## src/hw/rtl/scc_pkg.sv

```systemverilog
// Shared types and constants for the 3x3 star centroid pipeline.
`default_nettype none
package scc_pkg;

  // Number of pixels in one window.
  localparam int NUM_PIX = 9;

  // Result status codes.
  typedef logic [1:0] scc_status_t;
  localparam scc_status_t ST_FOUND    = 2'd0;
  localparam scc_status_t ST_FIT_FAIL = 2'd1;
  localparam scc_status_t ST_REJECT   = 2'd2;

  // Rejection flags that travel with the intersection data.
  typedef struct packed {
    logic fail;
    logic den_zero;
    logic ovf;
    logic neg;
  } scc_flags_t;

endpackage
`default_nettype wire

```

## src/hw/rtl/scc_finish.sv

```systemverilog
// Final centre coordinate checks, status and the output register.
`default_nettype none
module scc_finish #(
  parameter int FRAC_BITS = 16
) (
  input  logic                        clk,
  input  logic                        rst_n,
  input  logic                        en,
  input  logic                        v_i,
  input  scc_pkg::scc_flags_t         flags_i,
  input  logic [FRAC_BITS+1:0]        q_i,
  input  logic [FRAC_BITS+1:0]        by_i,
  input  logic signed [FRAC_BITS+1:0] my_i,
  output logic                        out_valid_r,
  output logic [FRAC_BITS+1:0]        x_r,
  output logic [FRAC_BITS+1:0]        y_r,
  output scc_pkg::scc_status_t        status_r
);

  localparam int FB = FRAC_BITS;
  localparam logic [FB+1:0] TWO_FX = {2'b10, {FB{1'b0}}};

  // Stage 1: test x and form (x - 1) * my.
  logic                   xok;
  scc_pkg::scc_status_t   st_nxt, st1_r;
  logic signed [FB+2:0]   xm;
  logic signed [2*FB+4:0] p3_nxt, p3_r;
  logic [FB+1:0]          x1_r, by1_r;
  logic                   v1_r;

  always_comb begin
    xok = !flags_i.den_zero && !flags_i.ovf && !flags_i.neg
          && (q_i != '0) && (q_i <= TWO_FX);
    if (flags_i.fail) begin
      st_nxt = scc_pkg::ST_FIT_FAIL;
    end else if (!xok) begin
      st_nxt = scc_pkg::ST_REJECT;
    end else begin
      st_nxt = scc_pkg::ST_FOUND;
    end
    xm     = {1'b0, q_i} - {3'b001, {FB{1'b0}}};
    p3_nxt = xm * my_i;
  end

  always_ff @(posedge clk) begin
    if (!rst_n) begin
      v1_r <= 1'b0;
    end else if (en) begin
      v1_r <= v_i;
    end
  end

  always_ff @(posedge clk) begin
    if (en) begin
      st1_r <= st_nxt;
      x1_r  <= q_i;
      by1_r <= by_i;
      p3_r  <= p3_nxt;
    end
  end

  // Stage 2: y, its range check and the registered result.
  logic [2*FB+4:0]      adj3;
  logic [FB+2:0]        q3;
  logic [FB+3:0]        y_c;
  logic                 yok;
  scc_pkg::scc_status_t st2;

  always_comb begin
    adj3 = p3_r + {{(FB+5){1'b0}}, {FB{p3_r[2*FB+4]}}};
    q3   = adj3[2*FB+2:FB];
    y_c  = {q3[FB+2], q3} + {2'b00, by1_r};
    yok  = !y_c[FB+3] && (y_c != '0) && (y_c <= {2'b00, TWO_FX});
    if (st1_r != scc_pkg::ST_FOUND) begin
      st2 = st1_r;
    end else if (yok) begin
      st2 = scc_pkg::ST_FOUND;
    end else begin
      st2 = scc_pkg::ST_REJECT;
    end
  end

  always_ff @(posedge clk) begin
    if (!rst_n) begin
      out_valid_r <= 1'b0;
    end else if (en) begin
      out_valid_r <= v1_r;
    end
  end

  // Rejected windows report zero coordinates.
  always_ff @(posedge clk) begin
    if (en) begin
      status_r <= st2;
      x_r      <= (st2 == scc_pkg::ST_FOUND) ? x1_r : '0;
      y_r      <= (st2 == scc_pkg::ST_FOUND) ? y_c[FB+1:0] : '0;
    end
  end

endmodule
`default_nettype wire

```

## config.mk

```make
export PLATFORM = sky130hd
export DESIGN_NAME = scc_finish
export DESIGN_NICKNAME = d
export VERILOG_FILES = /design/src/hw/rtl/scc_pkg.sv /design/src/hw/rtl/scc_finish.sv
export SDC_FILE = /design/constraint.sdc
export NUM_CORES = 1
export LEC_CHECK = 0
export BUFFER_PORTS_ARGS = -buffer_cell sky130_fd_sc_hd__buf_2
export CAP_MARGIN = 20
export CORE_ASPECT_RATIO = 0.6
export CORE_UTILIZATION = 30
export DETAILED_ROUTE_END_ITERATION = 16
export PLACE_DENSITY = 0.48
export SLEW_MARGIN = 10
export SYNTH_ARGS = -nofsm -noshare
export SYNTH_HDL_FRONTEND = slang
export SYNTH_SLANG_ARGS = --single-unit
```

## constraint.sdc

```tcl
create_clock -name clk -period 20.7 [get_ports clk]
set_input_delay 4.14 -clock clk [delete_from_list [all_inputs] [get_ports clk]]
set_output_delay 4.14 -clock clk [all_outputs]
set_load 0.05 [all_outputs]
```

=== Word level (Yosys, flattened, before mapping) ===
Cells that the tools add are included.

* Flip-flop bits (word level): 115
* Bits of input ports: 62

* Add/subtract/negate cells: 3
* $mul: 1
* Magnitude comparators: 2
* Muxes and demuxes: 3
* Reduce and logical (&&, ||, !) cells: 14

{| class="wikitable"
|+ Operator list
! cell !! count
|-
| multiplier 19 x 18 -> 37 bit || 1
|-
| adder 35 x 16 -> 35 bit || 1
|-
| adder 19 x 19 -> 20 bit || 1
|-
| <= comparator 20 x 18 -> 1 bit, second input constant || 1
|-
| nonzero test 20 bit || 1
|-
| subtractor 18 x 17 -> 19 bit, second input constant || 1
|-
| <= comparator 18 bit, second input constant || 1
|-
| nonzero test 18 bit || 1
|-
| logical AND 1 bit || 6
|-
| 2-to-1 mux 2 bit || 3
|-
| logical NOT 1 bit || 4
|-
| logical NOT 2 bit || 1
|-
| nonzero test 2 bit || 1
|}

=== Longest topological paths before layout ===
* Depth after elaboration: 8
* Depth in mapped cells: 28
* Gate-level depth less buffers: 26

=== Least setup slack after synthesis ===
Ideal clock, no wire load.

* Path type: input port to flip-flop
* Start point: in q_i[16]
* End point: reg p3_r[36] (data pin)
* Setup time: 0.266 ns
* Arrival time: 10.344 ns
* Slack: 10.090 ns
* Cell stages on the path: 24
* Path buffers: 2
* Cell sequence: clkinv_1 > ha_1 > clkbuf_1 > clkbuf_1 > nand2_1 > fa_1 > inv_1 > fa_1 > fa_1 > fa_1 > fa_1 > inv_1 > fa_1 > inv_1 > ha_1 > a21o_1 > a21o_1 > a21o_1 > a21o_1 > a21oi_1 > o21ai_0 > a31o_2 > mux2i_1 > nand4_1

* Word-level cells in the longest chain between the ends: 2

{| class="wikitable"
|+ RTL lines
! what !! line !! RTL
|-
| from (decl) || scc_finish.sv:11 || <nowiki>input logic [FRAC_BITS+1:0] q_i,</nowiki>
|-
| subtractor 18 x 17 -> 19 bit || scc_finish.sv:41 || <nowiki>xm = {1'b0, q_i} - {3'b001, {FB{1'b0}}};</nowiki>
|-
| multiplier 19 x 18 -> 37 bit || scc_finish.sv:42 || <nowiki>p3_nxt = xm * my_i;</nowiki>
|-
| named net p3_nxt[36] || scc_finish.sv:27 || <nowiki>logic signed [2*FB+4:0] p3_nxt, p3_r;</nowiki>
|-
| to (signal assigned) || scc_finish.sv:58 || <nowiki>p3_r <= p3_nxt;</nowiki>
|-
| to (decl) || scc_finish.sv:27 ||
|}

The timed path passes the listed nets, and every way through them passes these cells.
A chain may end at the register's enable or synchronous reset.

=== Final worst setup path ===
Ends and elaborated chain as after synthesis.

==> flow_summary.json <==
{
  "status": "finished clean",
  "grt.met2_usage_pct": 22.16,
  "antenna_found_initial": 0,
  "syn_inst": 1858,
  "die_area_um2": 62170,
  "via_count": 12712,
  "synth_common_cells": "402 x inv_1, 347 x fa_1, 192 x nand2_1, 140 x and2_1, 129 x ha_1",
  "critPathMaxFanout": 18,
  "grt_util_met3_pct": 2.858,
  "globalRouteMet1Util_pct": 27.89,
  "ios": 101,
  "drive_gt1_share_pct": 7.564,
  "cts_resized": 0,
  "stdcell_count": 2733,
  "synth_edf_count": 112,
  "setup_tns_ps": 0,
  "wl_um": 50000,
  "cp_slowest_cell": "ha_1",
  "ctsHtreeMaxLevel": 4,
  "yosysTopAreaCellShare_pct": 37.87,
  "cts.sinks": 114,
  "synth_cell_types": 65,
  "synth-seq-cells": 114,
  "path_cells": "buf_2 > clkinv_1 > ha_1 > nor2b_1 > fa_1 > inv_1 > fa_1 > inv_1 > fa_1 > inv_1 > fa_1 > fa_1 > fa_1 > inv_1 > ha_1 > a211oi_1 > o21ai_0 > a32oi_1 > o31ai_1 > o41ai_1 > o21ai_0 > a31o_2 > mux2i_1 > nand4_1",
  "cts_tree": "built",
  "die_w_um": 321.2,
  "die_height_um": 193.5,
  "clock_skew_ps": 11.20,
  "maxCapViolCount": 0,
  "busiest_layer": "met1",
  "grt_max_degree": 59,
  "yosys.cell_count.top_type": "inv_1",
  "slew_violations": 0,
  "fillers": 6152,
  "setup_viol_count_final": 0,
  "dp_hpwl_um": 41000,
  "ys_seq_area_share_pct": 18.55,
  "worstSetupStartpointType": "input port",
  "cpMostUsedCell": "fa_1",
  "yosysTopAreaCell": "fa_1",
  "core.rowCount": 69,
  "fmax_ghz": 0.08570,
  "synthTopCellsByArea": "fa_1 38%, edfxtp_1 18%, ha_1 8.8%",
  "port_buffers": 100,
  "clock_latency_ps": 410,
  "routedWlPerCell_um": 18.30,
  "vias_per_cell": 4.651,
  "async_flop_share_pct": 0,
  "final_nets": 2445,
  "ys.flop_type": "edfxtp_1",
  "yosysWarnings": 0,
  "postCtsSetupBuffers": 0,
  "gr-total-overflow": 0,
  "clkTransAtPathRegs_ps": 50,
  "crit_type": "in -> reg",
  "drc_errors": 0,
  "core_area_um2": 59830,
  "endpoint_kind": "flip-flop",
  "grt_usage_pct": 16.65,
  "initial_utilization_pct": 30.66,
  "grt_pass1_vias": 13373,
  "gp_congestion": 0.8416,
  "cts_root_buf": "clkbuf_16",
  "clock_path_buffers": 2,
  "fin_crit_sh_pct": 56.37,
  "finalCriticalPeriod_ps": 11670,
  "cts_made_buffers": 17,
  "finalHoldViolations": 0,
  "max-slew-margin-rel_pct": 46.08,
  "syn_nets": 2396,
  "ant_nets": 0,
  "first_pass_iters": 7,
  "placed_cells": 2704,
  "worstMarginPinSlew_ps": 808.9,
  "dr.first_iter.drc_count": 841,
  "critPathArrivalTime_ps": 11820,
  "antennaDiodeCount": 0,
  "syn_area_per_cell_um2": 9.873,
  "grt_pass1_wl_um": 79320,
  "syn_area_um2": 18340,
  "critical-path-max-stage-delay_ps": 850,
  "hp-class": "reg -> reg",
  "area_growth_syn_to_layout_pct": 10.16,
  "cp_data_required_time_ps": 20850,
  "hold_buffers": 0,
  "rsz0062_at_grt": "no"
}
## per-stage QoR
stage / hold slack, ps / util, % / instance area (um2) / setup slack (ps)
after floorplan: 482.4 / - / 18340 / 10090
after global placement: 494.6 / 32.76 / 19600 / 8741
after detailed placement: 511.4 / 32.78 / 19610 / 8614
after CTS: 524.7 / 33.78 / 20210 / 9035
after global routing: 554.5 / 33.78 / 20210 / 8622
final: 516.4 / 33.78 / 20210 / 9031
## cells in the final DEF (no fill, tap or decap), types with 4 or more instances in the layout
cell	netlist	final
a2111oi_0	4	4
a211oi_1	11	11
a21o_1	17	17
a21oi_1	40	40
a31oi_1	6	6
and2_1	140	140
and3_1	6	6
and4_1	5	5
buf_2	1	99
buf_4	0	4
bufinv_16	0	4
clkbuf_16	0	17
edfxtp_1	112	112
fa_1	347	347
ha_1	129	129
inv_1	402	402
mux2i_1	4	4
nand2_1	192	192
nand2b_1	24	24
nand3_1	46	46
nand4_1	7	7
nor2_1	66	65
nor2b_1	37	37
nor3_1	14	14
nor4_1	7	7
o211ai_1	8	8
o21a_1	16	16
o21ai_0	25	25
xnor2_1	49	49
xor2_1	14	14
## worst paths after layout
path,cells past startpoint,slack (ps),endpoint,startpoint
setup reg to reg,21,13660,y_r[1],p3_r[36]
setup / recovery,24,9030,p3_r[36],q_i[16]
hold reg to reg,2,520,v1_r,v1_r
hold / removal,2,520,v1_r,v1_r
## layout make-up
cell class              instances  area [um2]  area share (%)
multi-input cells            1267       13140           65.01
flip-flops and latches        114        3403           16.84
inverters                     403        1513           7.486
well taps                     816        1021           5.052
repair buffers                104       540.5           2.675
clock buffers                  18       429.2           2.124
clock inverters                11       165.2          0.8173
## sequential cells by signal, indices dropped and copies added, names as in the netlist
register     count
x1_r            18
out_valid_r      1
x_r             18
y_r             18
v1_r             1
status_r         2
by1_r           18
st1_r            2
p3_r            36
## layer usage
metal	routed length, um	vias up
li1	-	5840
met3	3159	13
met2	18830	356
met4	227	0
met1	27790	6503
met5	0	-
## worst max-delay path, delay by kind of cell
family / cells / cell delay (ps)
adder cells (fa/ha/maj): 8 / 4200
buffers and inverters: 6 / 960
AND/OR/NAND/NOR: 2 / 240
AO/OA/AOI/OAI: 7 / 2130
multiplexers: 1 / 140
## cells by family (layout without fill, tap and decap cells)
group | after synthesis | count (layout) | synth area share [%]
adders and majority gates | 476 | 476 | 46.67
AOI/OAI and AO/OA | 157 | 157 | 5.798
and+or+nand+nor | 565 | 565 | 15.76
DFF | 114 | 114 | 18.55
buffers and inverters | 477 | 536 | 9.849
xor gates and xnor gates | 64 | 64 | 3.097
muxes | 5 | 5 | 0.2797
Power is not shown: default switching activity piles up to over one toggle a cycle in this logic, so the estimate is an artifact.
