### config.mk
export PLATFORM = sky130hd
export DESIGN_NAME = scc_peak_fit
export DESIGN_NICKNAME = d
export VERILOG_FILES = /design/src/hw/rtl/scc_peak_fit.sv
export SDC_FILE = /design/constraint.sdc
export NUM_CORES = 1
export LEC_CHECK = 0
export BUFFER_PORTS_ARGS = -buffer_cell sky130_fd_sc_hd__buf_4
export CORE_ASPECT_RATIO = 0.5
export CORE_MARGIN = 2
export CORE_UTILIZATION = 25
export CTS_BUF_LIST = sky130_fd_sc_hd__clkbuf_8
export CTS_CLUSTER_DIAMETER = 120
export DETAILED_ROUTE_END_ITERATION = 10
export GPL_TIMING_DRIVEN = 1
export HOLD_SLACK_MARGIN = 0.15
export SLEW_MARGIN = 15
export SYNTH_ARGS = -nofsm -noshare
export SYNTH_HDL_FRONTEND = slang
export SYNTH_SLANG_ARGS = --single-unit
### constraint.sdc
create_clock -name clk -period 6.1 [get_ports clk]
set_clock_uncertainty 0.2 [all_clocks]
set_input_delay 0.305 -clock clk [delete_from_list [all_inputs] [get_ports clk]]
set_output_delay 0.305 -clock clk [all_outputs]
set_load 0.01 [all_outputs]
### src/hw/rtl/scc_peak_fit.sv
// Three-point quadratic peak setup: numerator, curvature and failure test.
`default_nettype none
module scc_peak_fit #(
  parameter int PIXEL_BITS = 16
) (
  input  logic                         clk,
  input  logic                         en,
  input  logic signed [PIXEL_BITS-1:0] f0_i,
  input  logic signed [PIXEL_BITS-1:0] f1_i,
  input  logic signed [PIXEL_BITS-1:0] f2_i,
  output logic [PIXEL_BITS+1:0]        n_mag_r,
  output logic [PIXEL_BITS+1:0]        d_mag_r,
  output logic                         fail_r
);

  localparam int W = PIXEL_BITS + 4;

  logic signed [W-1:0] e0, e1, e2;
  logic signed [W-1:0] n_c, d_c, nn, dd;
  logic                fail_nxt;

  // Numerator and twice the curvature, sign-normalized so the divisor is positive.
  always_comb begin
    e0 = W'(f0_i);
    e1 = W'(f1_i);
    e2 = W'(f2_i);
    n_c = W'(3 * e0 - 4 * e1 + e2);
    d_c = W'(2 * (e0 - 2 * e1 + e2));
    nn = d_c[W-1] ? -n_c : n_c;
    dd = d_c[W-1] ? -d_c : d_c;
    fail_nxt = (d_c == '0) || nn[W-1] || (nn > (dd <<< 1));
  end

  always_ff @(posedge clk) begin
    if (en) begin
      n_mag_r <= nn[PIXEL_BITS+1:0];
      d_mag_r <= dd[PIXEL_BITS+1:0];
      fail_r  <= fail_nxt;
    end
  end

endmodule
`default_nettype wire

== Word level (Yosys, flattened, before mapping) ==
Index checks and enable logic that the tools add are counted.

* Add/subtract/negate cells: 6
* Multipliers: 1
* Order comparisons: 1
* Mux-type cells: 2
* Reduce and logical (&&, ||, !) cells: 3

{| class="wikitable"
|+ Operators by type and width
! operator !! count
|-
| $add A20 B16 Y20 || 1
|-
| $gt A20 B20 Y1 || 1
|-
| $logic_not A20 Y1 || 1
|-
| $mux W20 || 1
|-
| $neg A20 Y20 || 1
|-
| $sub A19 B18 Y20 || 1
|-
| $add A18 B16 Y19 || 1
|-
| $mul A3 B16 Y19 const A || 1
|-
| $mux W19 || 1
|-
| $neg A19 Y19 || 1
|-
| $sub A16 B17 Y18 || 1
|-
| $logic_or A1 B1 Y1 || 2
|}

* Bits in registers: 37
* Output and inout bits: 37

== Depth between registers and ports, before layout ==
Gate-level depths: netlist of run 1.

* Depth in word-level cells: 7
* Mapped depth: 26

== Worst setup path before layout of run 1 ==
OpenSTA, ideal clock, no wires.

* Path type: input port to flip-flop
* From: input port f1_i[0]
* To: register fail_r, data pin
* Library setup time: 266 ps
* Arrival: 5091 ps
* Required time: 5634 ps
* Slack: 543 ps
* Stages: 25
* Path buffers: 0
* Cells stage by stage: inv_1 > ha_1 > fa_1 > inv_1 > fa_1 > inv_1 > fa_1 > a21oi_1 > o21ai_0 > a211oi_1 > a21oi_1 > nor4_1 > nand4_1 > inv_1 > nor2_1 > xnor2_1 > ha_1 > and4_1 > a221oi_1 > o21ai_0 > a21oi_1 > o21ai_0 > o21ai_0 > o21bai_1 > nand4b_1

* Word-level cells in the longest chain between the ends: 6
* Elaborated cells on any way between the ends: 12

{| class="wikitable"
|+ RTL lines
! what !! line !! source
|-
| start, declared || 9 || <nowiki>input logic signed [PIXEL_BITS-1:0] f1_i,</nowiki>
|-
| $sub A19 B18 Y20 || 27 || <nowiki>n_c = W'(3 * e0 - 4 * e1 + e2);</nowiki>
|-
| $add A20 B16 Y20 || 27 ||
|-
| $neg A20 Y20 || 29 || <nowiki>nn = d_c[W-1] ? -n_c : n_c;</nowiki>
|-
| $mux W20 (*) || 29 ||
|-
| net nn[15] || 19 || <nowiki>logic signed [W-1:0] n_c, d_c, nn, dd;</nowiki>
|-
| $gt A20 B20 Y1 (*) || 31 || <nowiki>fail_nxt = (d_c == '0) || nn[W-1] || (nn > (dd <<< 1));</nowiki>
|-
| $logic_or A1 B1 Y1 (*) || 31 ||
|-
| net fail_nxt || 20 || <nowiki>logic fail_nxt;</nowiki>
|-
| end signal, assigned || 38 || <nowiki>fail_r <= fail_nxt;</nowiki>
|-
| end, declared || 13 || <nowiki>output logic fail_r</nowiki>
|}

The timed path passes the listed nets; every way through them passes the cells marked *.
A chain may end at the register's enable or synchronous reset.

== Worst setup path after layout of run 1 ==
* From: input port f0_i[1]
* To: register fail_r, data pin

* Word-level cells in the longest chain between the ends: 7
* Elaborated cells on any way between the ends: 13

{| class="wikitable"
|+ RTL lines
! what !! line !! source
|-
| start, declared || 8 || <nowiki>input logic signed [PIXEL_BITS-1:0] f0_i,</nowiki>
|-
| $mul A3 B16 Y19 || 27 ||
|-
| $sub A19 B18 Y20 || 27 ||
|-
| $add A20 B16 Y20 || 27 ||
|-
| $neg A20 Y20 || 29 ||
|-
| $mux W20 (*) || 29 ||
|-
| net nn[14] || 19 ||
|-
| $gt A20 B20 Y1 (*) || 31 ||
|-
| $logic_or A1 B1 Y1 (*) || 31 ||
|-
| net fail_nxt || 20 ||
|}

Marks and branches as above.

==> run summary, run 1 <==
CTS tree - built
Via count - 4768
Clock power frac - 0.061
Unique masters post-synth - 66
Slowest stage delay, CP - 0.50 ns
Crit path cell chain - buf_4 -> ha_1 -> fa_1 -> inv_1 -> fa_1 -> inv_1 -> fa_1 -> a21oi_2 -> o211ai_2 -> a31o_2 -> xor2_1 -> nor4_2 -> and3_1 -> nor2_1 -> xnor2_1 -> ha_1 -> and4_1 -> a221oi_1 -> o21ai_0 -> a21oi_1 -> o21ai_0 -> o21ai_0 -> o21bai_1 -> nand4b_1
Slowest stage cell, crit path - fa_1
WHS - 0.2072 ns
Critical path type - primary input to flip-flop
Setup TNS - 0 ns
IO Pins - 87
Share of synthesized area occupied by flip-flops and latches - 0.1788
Minimum clock period - 5.670 ns
Post-Synthesis Cell Area - 5877 um^2
Psw - 1.519 mW
CP top delay family - adder cells
Hold Violations, Final - 0
First-pass GRT wire length - 24.16 mm
F_max - 0.1764 GHz
WHS Endpoint - n_mag_r[0]
Clk sinks - 35
Root Buffer - clkbuf_8
MaxCap Viol Count - 0
ANT cells - 0
Placed Cells - 1050
Clock transition at the registers of the reported paths - 0.07 ns
Post-Synthesis Cells - 660
Gr ovfl total - 0
Die H - 112.4 um
Vias in the first global route - 4842
#FFs+latches synth - 35
Crit. End Element - flip-flop
Power share of the combinational group - 0.777
Yosys warns - 0
H-tree depth - 2
DRT Pass-1 Iters - 5
Worst slew pin tran - 0.6823 ns
CP required - 5.93 ns
Final Slew Violations - 0
Internal Power - 1.616 mW
Row Count - 39
Largest net degree at the start of global routing - 41
Cell Pwr Density - 445.6 nW/um^2
HPWL after DPL - 12.99 mm
Total power - 3.135 mW
Period utilisation layout - 0.9295
Layout Nets - 923
Post-Syn Nets - 833
Commonest non-fill, non-tap cells in the layout - 143 x inv_1, 93 x buf_4, 75 x ha_1
Routability cong. - 0.8218
Switching share of power - 0.4844
Wire per inst - 13.71 um
Core Box Area - 22930 um^2
Area of the multi-input gates - 4247 um^2
Critical Path AT - 5.50 ns
RSZ-0062 raised after global routing - false
Asr flop ratio synth - 0
Final setup viols - 0
Peak supply drop - 0.1408 mV
Die area - 24820 um^2
Slew HR - 0.5418
Starting density of the core - 0.2562
Iter 0 DRT Violations - 247
Leakage power - 3.405 nW
Final WL - 14.50 mm
Avg Inst Size Synth - 8.904 um^2
Number of filler cells placed in the layout - 2447
Hold Startpoint - f2_i[0]
Outcome - finished clean
Num CTS Buffers - 5
Non-Filler Instances - 1057
CP Buf/Inv Count - 3
Setup crit start kind - primary input
ANT nets after route - 0
EDFF count, synth - 35
FF/Latch Area - 1051 um^2
Vias per cell - 4.511
Tot GR Track Use - 0.1192
Clk buf depth - 2
Placed cell areas - 6923 um^2
Initial antenna violation count - 0
Fraction of layout cells with a size suffix above 1 - 0.1573
PortBufs - 85
Post-CTS repair timing setup buffer count - 0
Area grow syn2layout - 19.71%
Dominant synthesized flop cell - edfxtp_1
Design Area, Final - 7036 um^2
Post-route DRC violation count - 0
Commonest non-fill, non-tap cell in the layout - inv_1
Die width - 220.8 um
Min-delay worst type - primary input to flip-flop
WHS Path Cells - 2
Flop pwr share - 0.162
Max FO, Critical Path - 4
## per-layer routing
metal	part of all wire	GRT usage	vias up
met5	0	0	-
li1	-	-	2408
met3	0.032	0.01257	11
met1	0.53	0.1763	2278
met4	0.012	0.02685	0
met2	0.43	0.1869	71
## layout make-up
type | instances | area share
sequential | 35 | 0.1494
clock inverter | 2 | 0.004802
tap | 307 | 0.05460
multi-input combinational | 472 | 0.6036
clock buffer | 5 | 0.009781
inverter | 142 | 0.07576
timing repair buffer | 94 | 0.1021
## worst max path at each step
stage               slack [ns]  startpoint      to  cells past startpoint
global placement          0.17     f0_i[1]  fail_r                     25
CTS                       0.32     f0_i[1]  fail_r                     24
global route             0.002     f1_i[2]  fail_r                     26
floorplan                 0.54     f1_i[0]  fail_r                     25
finish                    0.43     f0_i[1]  fail_r                     24
detailed placement        0.03     f0_i[1]  fail_r                     24
## logic make-up (layout without fill, tap and decap cells)
| family | after synthesis | in the layout | synth area share |
|---|---|---|---|
| buffers and inverters | 153 | 243 | 0.1009 |
| AND/OR/NAND/NOR | 138 | 138 | 0.1269 |
| AO/OA/AOI/OAI | 134 | 134 | 0.1550 |
| adder cells (fa/ha/maj) | 123 | 123 | 0.3232 |
| XOR/XNOR | 72 | 72 | 0.1073 |
| flip-flops | 35 | 35 | 0.1788 |
| multiplexers | 4 | 4 | 0.007239 |
| other | 1 | 1 | 0.0006381 |
## power groups by stage
stage	clock [mW]	sequential, mW	combinational, mW
floorplan	0	0.547	1.62
CTS	0.196	0.515	2.43
finish	0.191	0.507	2.44
global placement	0	0.519	2.35
global route	0.205	0.522	2.75
detailed placement	0	0.520	2.41
## repair_timing
| action | in CTS | in global routing |
|---|---|---|
| hold buffers | 0 | 0 |
| setup endpoints to repair | 0 | 1 |
| resized for setup | 0 | 3 |
## flip-flops by register name (all words and copies together), names as in the netlist
register,flops
n_mag_r,18
d_mag_r,16
fail_r,1
## per-stage QoR
stage	utilization	worst slack, ns
after floorplan	-	0.5431
after global placement	0.3019	0.1685
after detailed placement	0.3019	0.02724
after CTS	0.3063	0.3182
after global routing	0.3068	0.002105
final	0.3068	0.4301
## synth_stat cells, drive strengths merged, types with 6 or more instances
master  count  area share
and3        8      0.0085
inv       142       0.091
edfxtp     35        0.18
fa         48        0.16
nand3       9      0.0085
xor2       25       0.037
nand4       7      0.0075
ha         75        0.16
a21oi      41       0.036
o211ai      6      0.0085
buf         9      0.0089
nand2      29       0.019
a211oi      6      0.0077
o21ai      23       0.020
a31oi      12       0.013
nor4        6      0.0064
xnor2      47       0.070
nor2       34       0.022
nor3        9      0.0085
a21o       15       0.019
(Power assumes the default switching activity.)
==> inputs of run 2 (changes only) <==
CTS_BUF_LIST = sky130_fd_sc_hd__clkbuf_16   (was sky130_fd_sc_hd__clkbuf_8)
==> run summary, run 2 (synthesis results as in run 1) <==
Slew HR - 0.5418 (about the same)
RSZ-0062 raised after global routing - false
FF/Latch Area - 1051 um^2 (unchanged)
Vias per cell - 4.491 (-0.43%)
Post-route DRC violation count - 0 (unchanged)
CTS Hold Bufs - 0 (unchanged)
Vias in the first global route - 4841 (-0.021%)
Power share of the combinational group - 0.759 (-0.018)
Gr ovfl total - 0 (unchanged)
Area of the multi-input gates - 4247 um^2 (unchanged)
Clock transition at the registers of the reported paths - 0.05 ns (-0.02 ns)
Leakage power - 3.435 nW (+0.89%)
Commonest non-fill, non-tap cell in the layout - inv_1
Final WL - 14.49 mm (about the same)
Internal Power - 1.697 mW (+5.0%)
Flop pwr share - 0.157 (-0.005)
Clk sinks - 35 (unchanged)
Critical path type - primary input to flip-flop
DRT Pass-1 Iters - 4 (-1)
Die H - 112.4 um (unchanged)
First-pass GRT wire length - 24.18 mm (+0.12%)
Setup crit start kind - primary input
Clk buf depth - 2 (unchanged)
Via count - 4752 (-0.34%)
Area grow syn2layout - 20.80%
Worst slew pin tran - 0.6823 ns (-0.000001013 ns)
Period utilisation layout - 0.9303 (about the same)
ANT cells - 0 (unchanged)
Min-delay worst type - primary input to flip-flop
CP required - 5.92 ns (about the same)
Core Box Area - 22930 um^2 (unchanged)
Largest register by flop count - n_mag_r
H-tree depth - 2 (unchanged)
Initial antenna violation count - 0 (unchanged)
Minimum clock period - 5.675 ns (+0.004739 ns)
Layout Nets - 924 (+0.11%)
Placed Cells - 1050 (unchanged)
Cell Pwr Density - 454.5 nW/um^2 (+2.0%)
ANT nets after route - 0 (unchanged)
Biggest regs - n_mag_r x18, d_mag_r x16, fail_r x1
HPWL after DPL - 12.99 mm (unchanged)
Final Slew Violations - 0 (unchanged)
Row Count - 39 (unchanged)
Die area - 24820 um^2 (unchanged)
Starting density of the core - 0.2562 (unchanged)
Die width - 220.8 um (unchanged)
Largest net degree at the start of global routing - 41 (unchanged)
Switching share of power - 0.4741 (-0.01033)
Routability cong. - 0.8218 (unchanged)
Hold Violations, Final - 0 (unchanged)
Fraction of layout cells with a size suffix above 1 - 0.1585 (+0.001122)
Peak supply drop - 0.1573 mV (+12%)
Number of filler cells placed in the layout - 2445 (-0.082%)
MaxCap Viol Count - 0 (unchanged)
Max FO, Critical Path - 4 (unchanged)
Final setup viols - 0 (unchanged)
Critical Path AT - 5.49 ns (about the same)
Outcome - finished clean
Commonest non-fill, non-tap cells in the layout - 143 x inv_1, 94 x buf_4, 75 x ha_1
Crit. End Element - flip-flop
Psw - 1.530 mW (+0.73%)
Non-Filler Instances - 1058 (+0.095%)
Root Buffer - clkbuf_16
Wire per inst - 13.70 um (-0.10%)
CTS tree - built
F_max - 0.1762 GHz (about the same)
Tot GR Track Use - 0.1193 (about the same)
Num CTS Buffers - 5 (unchanged)
IO Pins - 87 (unchanged)
Setup TNS - 0 ns (unchanged)
Clock power frac - 0.084 (+0.023)
Largest register FFs - 18 (unchanged)
PortBufs - 85 (unchanged)
Iter 0 DRT Violations - 272 (+10%)
[run 2: final timing paths]
path	depth (start not counted)	startpoint	to
worst min-delay path	2	f2_i[0]	n_mag_r[0]
worst max-delay path	24	f0_i[1]	fail_r
[run 2: through the flow]
stage	worst slack (ns)	area [um^2]	util	power [mW]	hold WS, ns
2_1_floorplan	0.5431	5877	-	2.168	0.2175
5_1_grt	0.001531	7099	0.3095	3.568	0.2239
3_5_place_dp	0.02724	6923	0.3019	2.932	0.4944
6_report	0.4254	7099	0.3095	3.227	0.2170
3_3_place_gp	0.1685	6923	0.3019	2.867	0.4976
4_1_cts	0.3017	7082	0.3088	3.217	0.2212
[run 2: worst max-delay path: stages]
cell and delay [ns]:
buf_4 0.11, ha_1 0.29, fa_1 0.48, inv_1 0.05
fa_1 0.50, inv_1 0.07, fa_1 0.48, a21oi_2 0.26
o211ai_2 0.14, a31o_2 0.26, xor2_1 0.19, nor4_2 0.34
and3_1 0.24, nor2_1 0.06, xnor2_1 0.24, ha_1 0.30
and4_1 0.17, a221oi_1 0.30, o21ai_0 0.15, a21oi_1 0.15
o21ai_0 0.10, o21ai_0 0.08, o21bai_1 0.12, nand4b_1 0.10
[run 2: final cells by class]
| type | instances | share of cell area |
|---|---|---|
| Timing Repair Buffer | 95 | 0.1022 |
| Clock inverter | 2 | 0.004759 |
| Inverter | 142 | 0.07508 |
| Sequential cell | 35 | 0.1480 |
| Multi-Input combinational cell | 472 | 0.5982 |
| Tap cell | 307 | 0.05411 |
| Clock buffer | 5 | 0.01762 |
[run 2: metal layers]
metal / wire (um) / track usage / up-vias
met2: 6226 / 0.1869 / 67
met1: 7644 / 0.1766 / 2265
met3: 453 / 0.01257 / 11
met4: 169 / 0.02685 / 0
li1: - / - / 2409
met5: 0 / 0 / -
[run 2: timing repair]
item	CTS	global route
endpoints found under the setup margin	0	1
buffers inserted	0	1
resized for setup	0	3
[run 2: power by group through the flow]
stage / registers, mW / clock network (mW) / logic [mW]
CTS: 0.516 / 0.275 / 2.43
global placement: 0.519 / 0 / 2.35
floorplan: 0.547 / 0 / 1.62
detailed placement: 0.520 / 0 / 2.41
global route: 0.523 / 0.286 / 2.76
finish: 0.507 / 0.270 / 2.45
