**src/hw/rtl/scc_pkg.sv**
```systemverilog
// Shared types and constants for the 3x3 star centroid pipeline.
`default_nettype none
package scc_pkg;

  // Number of pixels in one window.
  localparam int NUM_PIX = 9;

  // Result status codes.
  typedef logic [1:0] scc_status_t;
  localparam scc_status_t ST_FOUND    = 2'd0;
  localparam scc_status_t ST_FIT_FAIL = 2'd1;
  localparam scc_status_t ST_REJECT   = 2'd2;

  // Rejection flags that travel with the intersection data.
  typedef struct packed {
    logic fail;
    logic den_zero;
    logic ovf;
    logic neg;
  } scc_flags_t;

endpackage
`default_nettype wire

```
**src/hw/rtl/scc_line_fit.sv**
```systemverilog
// Line fits through the row and column peaks and the intersection terms.
`default_nettype none
module scc_line_fit #(
  parameter int FRAC_BITS = 16
) (
  input  logic                       clk,
  input  logic                       rst_n,
  input  logic                       en,
  input  logic                       v_i,
  input  logic                       fail_i,
  input  logic [FRAC_BITS+1:0]       rp0_i,
  input  logic [FRAC_BITS+1:0]       rp1_i,
  input  logic [FRAC_BITS+1:0]       rp2_i,
  input  logic [FRAC_BITS+1:0]       cp0_i,
  input  logic [FRAC_BITS+1:0]       cp1_i,
  input  logic [FRAC_BITS+1:0]       cp2_i,
  output logic                       v_o,
  output scc_pkg::scc_flags_t        flags_o,
  output logic [FRAC_BITS+2:0]       num_mag_o,
  output logic [FRAC_BITS+1:0]       den_o,
  output logic [FRAC_BITS+1:0]       by_o,
  output logic signed [FRAC_BITS+1:0] my_o
);

  localparam int FB = FRAC_BITS;
  // Reciprocal of three, exact for sums below 2^(FB+3).
  localparam logic [FB+2:0] M3 = (FB+3)'(((1 << (FB + 4)) + 2) / 3);

  // Stage 1: peak sums and half slopes.
  logic [FB+2:0] sx_nxt, sy_nxt;
  logic [FB+2:0] dx, dy, dx_adj, dy_adj;
  logic          v1_r, fail1_r;
  logic [FB+2:0] sx1_r, sy1_r;
  logic [FB+1:0] mx1_r, my1_r;

  always_comb begin
    sx_nxt = (FB+3)'(rp0_i) + (FB+3)'(rp1_i) + (FB+3)'(rp2_i);
    sy_nxt = (FB+3)'(cp0_i) + (FB+3)'(cp1_i) + (FB+3)'(cp2_i);
    dx = {1'b0, rp2_i} - {1'b0, rp0_i};
    dy = {1'b0, cp2_i} - {1'b0, cp0_i};
    // Halving rounds toward zero: add one to negative values before the shift.
    dx_adj = dx + {{(FB+2){1'b0}}, dx[FB+2]};
    dy_adj = dy + {{(FB+2){1'b0}}, dy[FB+2]};
  end

  always_ff @(posedge clk) begin
    if (!rst_n) begin
      v1_r <= 1'b0;
    end else if (en) begin
      v1_r <= v_i;
    end
  end

  always_ff @(posedge clk) begin
    if (en) begin
      fail1_r <= fail_i;
      sx1_r   <= sx_nxt;
      sy1_r   <= sy_nxt;
      mx1_r   <= dx_adj[FB+2:1];
      my1_r   <= dy_adj[FB+2:1];
    end
  end

  // Stage 2: multiply the sums by the reciprocal of three.
  logic            v2_r, fail2_r;
  logic [2*FB+5:0] qx2_r, qy2_r;
  logic [FB+1:0]   mx2_r, my2_r;

  always_ff @(posedge clk) begin
    if (!rst_n) begin
      v2_r <= 1'b0;
    end else if (en) begin
      v2_r <= v1_r;
    end
  end

  always_ff @(posedge clk) begin
    if (en) begin
      fail2_r <= fail1_r;
      qx2_r   <= (2*FB+6)'(sx1_r) * (2*FB+6)'(M3);
      qy2_r   <= (2*FB+6)'(sy1_r) * (2*FB+6)'(M3);
      mx2_r   <= mx1_r;
      my2_r   <= my1_r;
    end
  end

  // Stage 3: intercepts and the term by - my - 1.
  logic                     v3_r, fail3_r;
  logic [FB+1:0]            bx3_r, by3_r;
  logic signed [FB+1:0]     mx3_r, my3_r;
  logic [FB+3:0]            t_nxt;
  logic signed [FB+3:0]     t3_r;

  assign t_nxt = {2'b00, qy2_r[2*FB+5:FB+4]} - {{2{my2_r[FB+1]}}, my2_r}
               - {4'b0001, {FB{1'b0}}};

  always_ff @(posedge clk) begin
    if (!rst_n) begin
      v3_r <= 1'b0;
    end else if (en) begin
      v3_r <= v2_r;
    end
  end

  always_ff @(posedge clk) begin
    if (en) begin
      fail3_r <= fail2_r;
      bx3_r   <= qx2_r[2*FB+5:FB+4];
      by3_r   <= qy2_r[2*FB+5:FB+4];
      mx3_r   <= mx2_r;
      my3_r   <= my2_r;
      t3_r    <= t_nxt;
    end
  end

  // Stage 4: the two slope products.
  logic                     v4_r, fail4_r;
  logic [FB+1:0]            bx4_r, by4_r;
  logic signed [FB+1:0]     my4_r;
  logic signed [2*FB+5:0]   p1_nxt, p1_4_r;
  logic signed [2*FB+3:0]   p2_nxt, p2_4_r;

  always_comb begin
    p1_nxt = mx3_r * t3_r;
    p2_nxt = mx3_r * my3_r;
  end

  always_ff @(posedge clk) begin
    if (!rst_n) begin
      v4_r <= 1'b0;
    end else if (en) begin
      v4_r <= v3_r;
    end
  end

  always_ff @(posedge clk) begin
    if (en) begin
      fail4_r <= fail3_r;
      bx4_r   <= bx3_r;
      by4_r   <= by3_r;
      my4_r   <= my3_r;
      p1_4_r  <= p1_nxt;
      p2_4_r  <= p2_nxt;
    end
  end

  // Stage 5: numerator and denominator of the intersection, with range checks.
  logic [2*FB+5:0] adj1;
  logic [2*FB+3:0] adj2;
  logic [FB+3:0]   num_c;
  logic [FB+2:0]   q2, den_full;
  logic [FB+2:0]   mag_c;
  logic [FB+1:0]   den_c;
  scc_pkg::scc_flags_t flags_nxt;
  logic            v5_r;

  always_comb begin
    // Division by one in fixed point truncates toward zero.
    adj1     = p1_4_r + {{(FB+6){1'b0}}, {FB{p1_4_r[2*FB+5]}}};
    adj2     = p2_4_r + {{(FB+4){1'b0}}, {FB{p2_4_r[2*FB+3]}}};
    num_c    = adj1[2*FB+3:FB] + {2'b00, bx4_r};
    q2       = adj2[2*FB+2:FB];
    den_full = q2 + {3'b001, {FB{1'b0}}};
    den_c    = den_full[FB+1:0];
    mag_c    = num_c[FB+3] ? (~num_c[FB+2:0] + 1'b1) : num_c[FB+2:0];
    flags_nxt.fail     = fail4_r;
    flags_nxt.den_zero = (den_c == '0);
    flags_nxt.ovf      = {1'b0, mag_c} >= {den_c, 2'b00};
    flags_nxt.neg      = num_c[FB+3];
  end

  always_ff @(posedge clk) begin
    if (!rst_n) begin
      v5_r <= 1'b0;
    end else if (en) begin
      v5_r <= v4_r;
    end
  end

  always_ff @(posedge clk) begin
    if (en) begin
      flags_o   <= flags_nxt;
      num_mag_o <= mag_c;
      den_o     <= den_c;
      by_o      <= by4_r;
      my_o      <= my4_r;
    end
  end

  assign v_o = v5_r;

endmodule
`default_nettype wire

```
**config.mk**
```make
export PLATFORM = sky130hd
export DESIGN_NAME = scc_line_fit
export DESIGN_NICKNAME = d
export VERILOG_FILES = /design/src/hw/rtl/scc_pkg.sv /design/src/hw/rtl/scc_line_fit.sv
export SDC_FILE = /design/constraint.sdc
export NUM_CORES = 2
export LEC_CHECK = 0
export ABC_AREA = 1
export BUFFER_PORTS_ARGS = -buffer_cell sky130_fd_sc_hd__buf_4
export CAP_MARGIN = 10
export CORE_MARGIN = 3
export CORE_UTILIZATION = 46
export DETAILED_ROUTE_END_ITERATION = 6
export PLACE_DENSITY_LB_ADDON = 0.15
export SYNTH_ARGS = -nofsm -noshare
export SYNTH_HDL_FRONTEND = slang
export SYNTH_SLANG_ARGS = --single-unit
```
**constraint.sdc**
```tcl
create_clock -name clk -period 5.9 [get_ports clk]
set_input_delay 0.295 -clock clk [delete_from_list [all_inputs] [get_ports clk]]
set_output_delay 0.295 -clock clk [all_outputs]
set_load 0.005 [all_outputs]
```
* After elaboration in Yosys (flattened, before gate mapping)
Cells that the tools add are included.
Storage, ports and cells: bits in read-only memories 0, bits in writable memories 0, output and inout bits 78, word-level logic and storage cells 58, bits of input ports 113, flip-flop bits (word level) 490, memories 0, bits in latches 0
Operators by class: shift operators 0, eq/ne operators 0, reduce and logical (&&, ||, !) cells 1, divide/modulo/power cells 0, order comparisons 1, bitwise operators 1, mux-type cells 1, add/sub/neg operators 15, $mul 4
Operators by type and width (count):
- $mul A19 B18 Y37 const B | 2
- $add A18 B18 Y19 | 2
- $add A19 B1 Y19 | 2
- $add A19 B18 Y19 | 2
- $mul A18 B20 Y38 | 1
- $sub A18 B18 Y19 | 2
- $add A36 B16 Y36 | 1
- $mul A18 B18 Y36 | 1
- $add A34 B16 Y34 | 1
- $add A20 B18 Y20 | 1
- $ge A19 B20 Y1 | 1
- $sub A19 B18 Y20 | 1
- $sub A20 B17 Y20 const B | 1
- $add A19 B1 Y19 const B | 1
- $mux W19 | 1
- $not A19 Y19 | 1
- $add A18 B17 Y18 const B | 1
- $logic_not A18 Y1 | 1

* Logic depth before layout (Yosys ltp)
depth in word-level cells 6, gate-level depth with buffers 42, gate-level depth less buffers 41

* Worst setup path before layout
No wires, ideal clock.
kind reg2reg, start register mx3_r[13], end register p2_4_r[35], data pin, library setup time 0.265 ns, path buffers 2, period minus slack after synthesis 5.994 ns, data required time 5.635 ns, data arrival time 5.729 ns, slack -0.094 ns, stages on the path, launching flop included 27, cells stage by stage edfxtp_1 clkbuf_1 clkbuf_1 nand2_1 fa_1 inv_1 fa_1 inv_1 fa_1 inv_1 fa_1 inv_1 fa_1 inv_1 fa_1 ha_1 nand2_1 inv_1 a21oi_1 nand2_1 nand2_1 nand3_1 nand2_1 nand3_1 a21boi_0 o21ai_0 xor2_1
Between the ends: cells in the longest elaborated chain, start to end 1
Ends and longest elaborated chain:
- from (decl) | RTL line scc_line_fit.sv:90 | logic signed [FB+1:0] mx3_r, my3_r;
- from (signal assigned) | RTL line scc_line_fit.sv:110 | mx3_r <= mx2_r;
- $mul A18 B18 Y36 | RTL line scc_line_fit.sv:125 | p2_nxt = mx3_r * my3_r;
- net p2_nxt[35] | RTL line scc_line_fit.sv:121 | logic signed [2*FB+3:0] p2_nxt, p2_4_r;
- to (signal assigned) | RTL line scc_line_fit.sv:143 | p2_4_r <= p2_nxt;
- to (decl) | RTL line scc_line_fit.sv:121
The timed path passes the listed nets, and every way through them passes these cells. A chain may end at the register's enable or synchronous reset.

* Final worst setup path
start register mx3_r[5], end register p1_4_r[34], data pin
Between the ends: cells in the longest elaborated chain, start to end 1
Ends and longest elaborated chain:
- $mul A18 B20 Y38 | RTL line scc_line_fit.sv:124 | p1_nxt = mx3_r * t3_r;
- net p1_nxt[34] | RTL line scc_line_fit.sv:120 | logic signed [2*FB+5:0] p1_nxt, p1_4_r;
- to (signal assigned) | RTL line scc_line_fit.sv:142 | p1_4_r <= p1_nxt;
- to (decl) | RTL line scc_line_fit.sv:120
The timed path passes the listed nets, and every way through them passes these cells.

==> run summary <==
## STA
- transition time at the pin with the least slew margin: 0.897 ns
- Max-Slew Margin vs Limit: 0.402
- final critical-path required period: 5.89 ns
- worst clock skew: 0.0447 ns
- period utilization: 0.998
- number of hold violations in the final report: 0
- RSZ-0062 raised after global routing: true
- Final WS setup: 0.0130 ns
- Max Slew Vio Count: 0
- setup-violating endpoint count in the final report: 0
- highest achievable clock rate: 170 MHz

## Logic synthesis
- flops & latches, synth: 450
- synthesized netlist cell count: 6,784
- top flip-flop cell by instance count after synthesis: edfxtp_1
- Synth Area per Inst: 9.14 sq um
- number of warning messages in the yosys log: 0
- part of the Yosys area used for sequential elements: 0.217
- netlist area before placement: 62,000 sq um
- Yosys top cell area share: 0.313
- most used standard cells in the synthesized netlist: inv_1 (1,744), nand2_1 (1,327), fa_1 (971), ha_1 (685), edfxtp_1 (445)
- cell taking the most area after synthesis: fa_1
- cell types with the largest area share after synthesis: fa_1 (31%), edfxtp_1 (22%), ha_1 (14%)
- post-synth cell types: 54
- number of synthesized flops with an enable pin: 445
- Mapped Nets: 8,553
- share of synthesized flip-flops with an asynchronous set or reset: 0
- most instantiated library cell after synthesis: inv_1

## Global routing
- overflow left after global routing: 0
- met3 Usage GRT: 0.0222
- number of antenna violations at the first check in global routing: 3
- first-pass GRT wire length: 252 mm
- met2 routing resource usage after global routing: 0.393
- met1 routing resource usage after global routing: 0.309
- GRT Overall Usage: 0.226
- busiest layer in global routing: met2
- number of global-route vias before repair: 46,927
- largest net degree at the start of global routing: 160

## Floorplanning
- number of top-level pins: 191
- Die Span Y: 373 microns
- core area: 134,000 sq um
- starting utilization of the core area: 0.464
- floorplan die width: 373 microns
- floorplan row count: 134
- die area: 139,000 sq um

## Detailed routing
- DRC viols: 0
- routed via count divided by cell count: 4.93
- final wirelength: 158 mm
- average detailed-routed wire length per instance: 17.4 microns
- number of nets with antenna violations after routing: 0
- Detailed Routing Iterations Pass 1: 6
- Via Count: 44,678
- violation count after the first detailed-routing iteration: 2,569

## Run status
- run status: completed

## Finish
- area delta synth->final: 15.5%
- area used by multi-input combinational logic: 42,500 sq um
- post-route insts no fill: 9,068
- net count of the finished layout: 9,027
- area used by sequential logic in the layout: 13,500 sq um
- total of fill cells in the finished design: 12,298
- n_diodes: 0
- ratio of cells with drive above 1 in the final layout: 0.129
- fraction of the core area covered by cells at the end of the flow: 0.536

## CTS
- cell at the root of the clock tree: clkbuf_16
- insertion delay to the later sink of the worst-skew pair: 0.68 ns
- CTS max path bufs: 3
- number of buffers inserted during clock tree synthesis: 53
- number of clock sinks: 450
- TritonCTS clock tree: done
- clock slew at the register clock pins of the worst setup and hold paths: 0.07 ns
- CTS HTree Levels: 2

## Critical path
- arrival time reported for the critical path endpoint: 6.29 ns
- crit start category: register
- Critical Path RT: 6.31 ns
- type of the setup path with the least slack: reg -> reg
- Critical Path Fanout Max: 10
- count of cells along the worst register-to-register path: 24
- worst r2r src: mx3_r[5]
- beginning of the critical path: mx3_r[5]
- type of destination of the critical path: register

## Job
- number of maximum-capacitance constraint violations: 0

## Place
- placer congestion estimate: 0.928
- minimum setup slack after placement: -0.0543 ns
- dpl cells: 8,889
- HPWL Detailed: 133 mm
- number of input and output port buffers inserted: 190

## Worst hold path
- Hold Crit Start: cp1_i[17]
- hold-critical path depth: 3
- Worst Hold Class: in -> reg

-- critical path, cell delays in order (launching register included) --
cell,delay (ns)
edfxtp_1,0.43
buf_4,0.19
clkbuf_16,0.18
nand2_1,0.06
inv_1,0.04
fa_1,0.48
fa_1,0.56
inv_1,0.05
fa_2,0.57
fa_1,0.41
fa_1,0.49
inv_1,0.05
fa_1,0.49
ha_4,0.30
nand2_1,0.07
nor2_2,0.13
inv_1,0.06
nor3_2,0.20
nand3_1,0.10
o211ai_1,0.32
nand3_1,0.14
nand2_2,0.14
nand2_2,0.06
nand3_2,0.06
xor2_1,0.06
-- cell usage in the layout (no fill, tap or decap), types with 8 or more instances in the layout --
| master | netlist | routed |
|---|---|---|
| inv_1 | 1744 | 1721 |
| nand2_1 | 1327 | 1290 |
| fa_1 | 971 | 947 |
| ha_1 | 685 | 649 |
| buf_4 | 0 | 476 |
| edfxtp_1 | 445 | 445 |
| nor2_1 | 314 | 295 |
| a21oi_1 | 287 | 255 |
| xor2_1 | 179 | 176 |
| o21ai_0 | 142 | 123 |
| nand3_1 | 130 | 119 |
| xnor2_1 | 77 | 77 |
| clkbuf_16 | 0 | 63 |
| nand4_1 | 56 | 56 |
| nor3_1 | 45 | 40 |
| buf_12 | 0 | 36 |
| nand2_2 | 9 | 34 |
| or2_2 | 37 | 34 |
| ha_4 | 0 | 31 |
| buf_6 | 0 | 31 |
| nor2_2 | 15 | 30 |
| a21oi_2 | 2 | 26 |
| inv_2 | 5 | 26 |
| fa_2 | 0 | 24 |
| a21o_1 | 17 | 17 |
| nand3b_1 | 16 | 16 |
| o21bai_1 | 16 | 15 |
| o211ai_1 | 15 | 15 |
| a31oi_1 | 16 | 14 |
| nand2_4 | 1 | 13 |
| o21a_1 | 13 | 13 |
| nand3_2 | 2 | 12 |
| o21ai_1 | 3 | 12 |
| o21ai_2 | 2 | 12 |
| nor4_1 | 10 | 9 |
| inv_6 | 0 | 9 |
| a21oi_4 | 0 | 8 |
| clkbuf_1 | 121 | 8 |
-- state kept, by name, indices dropped and copies added (netlist names), 19 cells and up --
register / flops
num_mag_o: 19
p1_4_r: 37
p2_4_r: 35
sx1_r: 19
sy1_r: 19
t3_r: 20
-- cell families after synthesis --
| group | share of synthesized area |
|---|---|
| AND/OR/NAND/NOR | 0.131 |
| AO/OA/AOI/OAI | 0.0482 |
| XOR/XNOR | 0.0372 |
| flip-flops | 0.217 |
| adder cells (fa/ha/maj) | 0.452 |
| buffers and inverters | 0.115 |
-- path summary, 6_finish.rpt --
check | end | slack [ns]
worst max-delay path | p1_4_r[34] | 0.01
worst min-delay path | sy1_r[18] | 0.11
worst max register to register | p1_4_r[34] | 0.01
worst min register to register | my2_r[3] | 0.41
-- layout make-up --
type | instances | area share
clock buffers | 61 | 0.0189
clock inverters | 36 | 0.00594
inverters | 1750 | 0.0918
flip-flops and latches | 450 | 0.188
multi-input cells | 4436 | 0.594
repair buffers | 567 | 0.0708
well taps | 1768 | 0.0309
-- metal layers --
| metal | routed length (microns) | part of all wire |
|---|---|---|
| met1 | 71000 | 0.45 |
| met2 | 76500 | 0.49 |
| met3 | 6830 | 0.043 |
| met4 | 3320 | 0.021 |
| met5 | 0 | 0 |
-- metrics by stage --
step / instance area [sq um] / hold slack [ns] / TNS (ns)
after floorplan: 62000 / 0.394 / 0
after global placement: 67700 / 0.401 / 0
after detailed placement: 67700 / 0.405 / -0.113
after CTS: 69600 / 0.0562 / 0
after global routing: 71600 / 0.0840 / -2.04
final: 71600 / 0.111 / 0
-- repair_timing --
item | in CTS | in global routing
pin swaps | 1 | 140
setup buffers | 3 | 66
endpoints found under the hold margin | 6 | 0
gates resized for setup | 10 | 298
cloned | 0 | 10
endpoints found under the setup margin | 7 | 34
hold buffers | 4 | 0
Power is left out: the tool's default activity adds up to more than one toggle a clock period on the data nets, which glitch-free logic cannot reach.
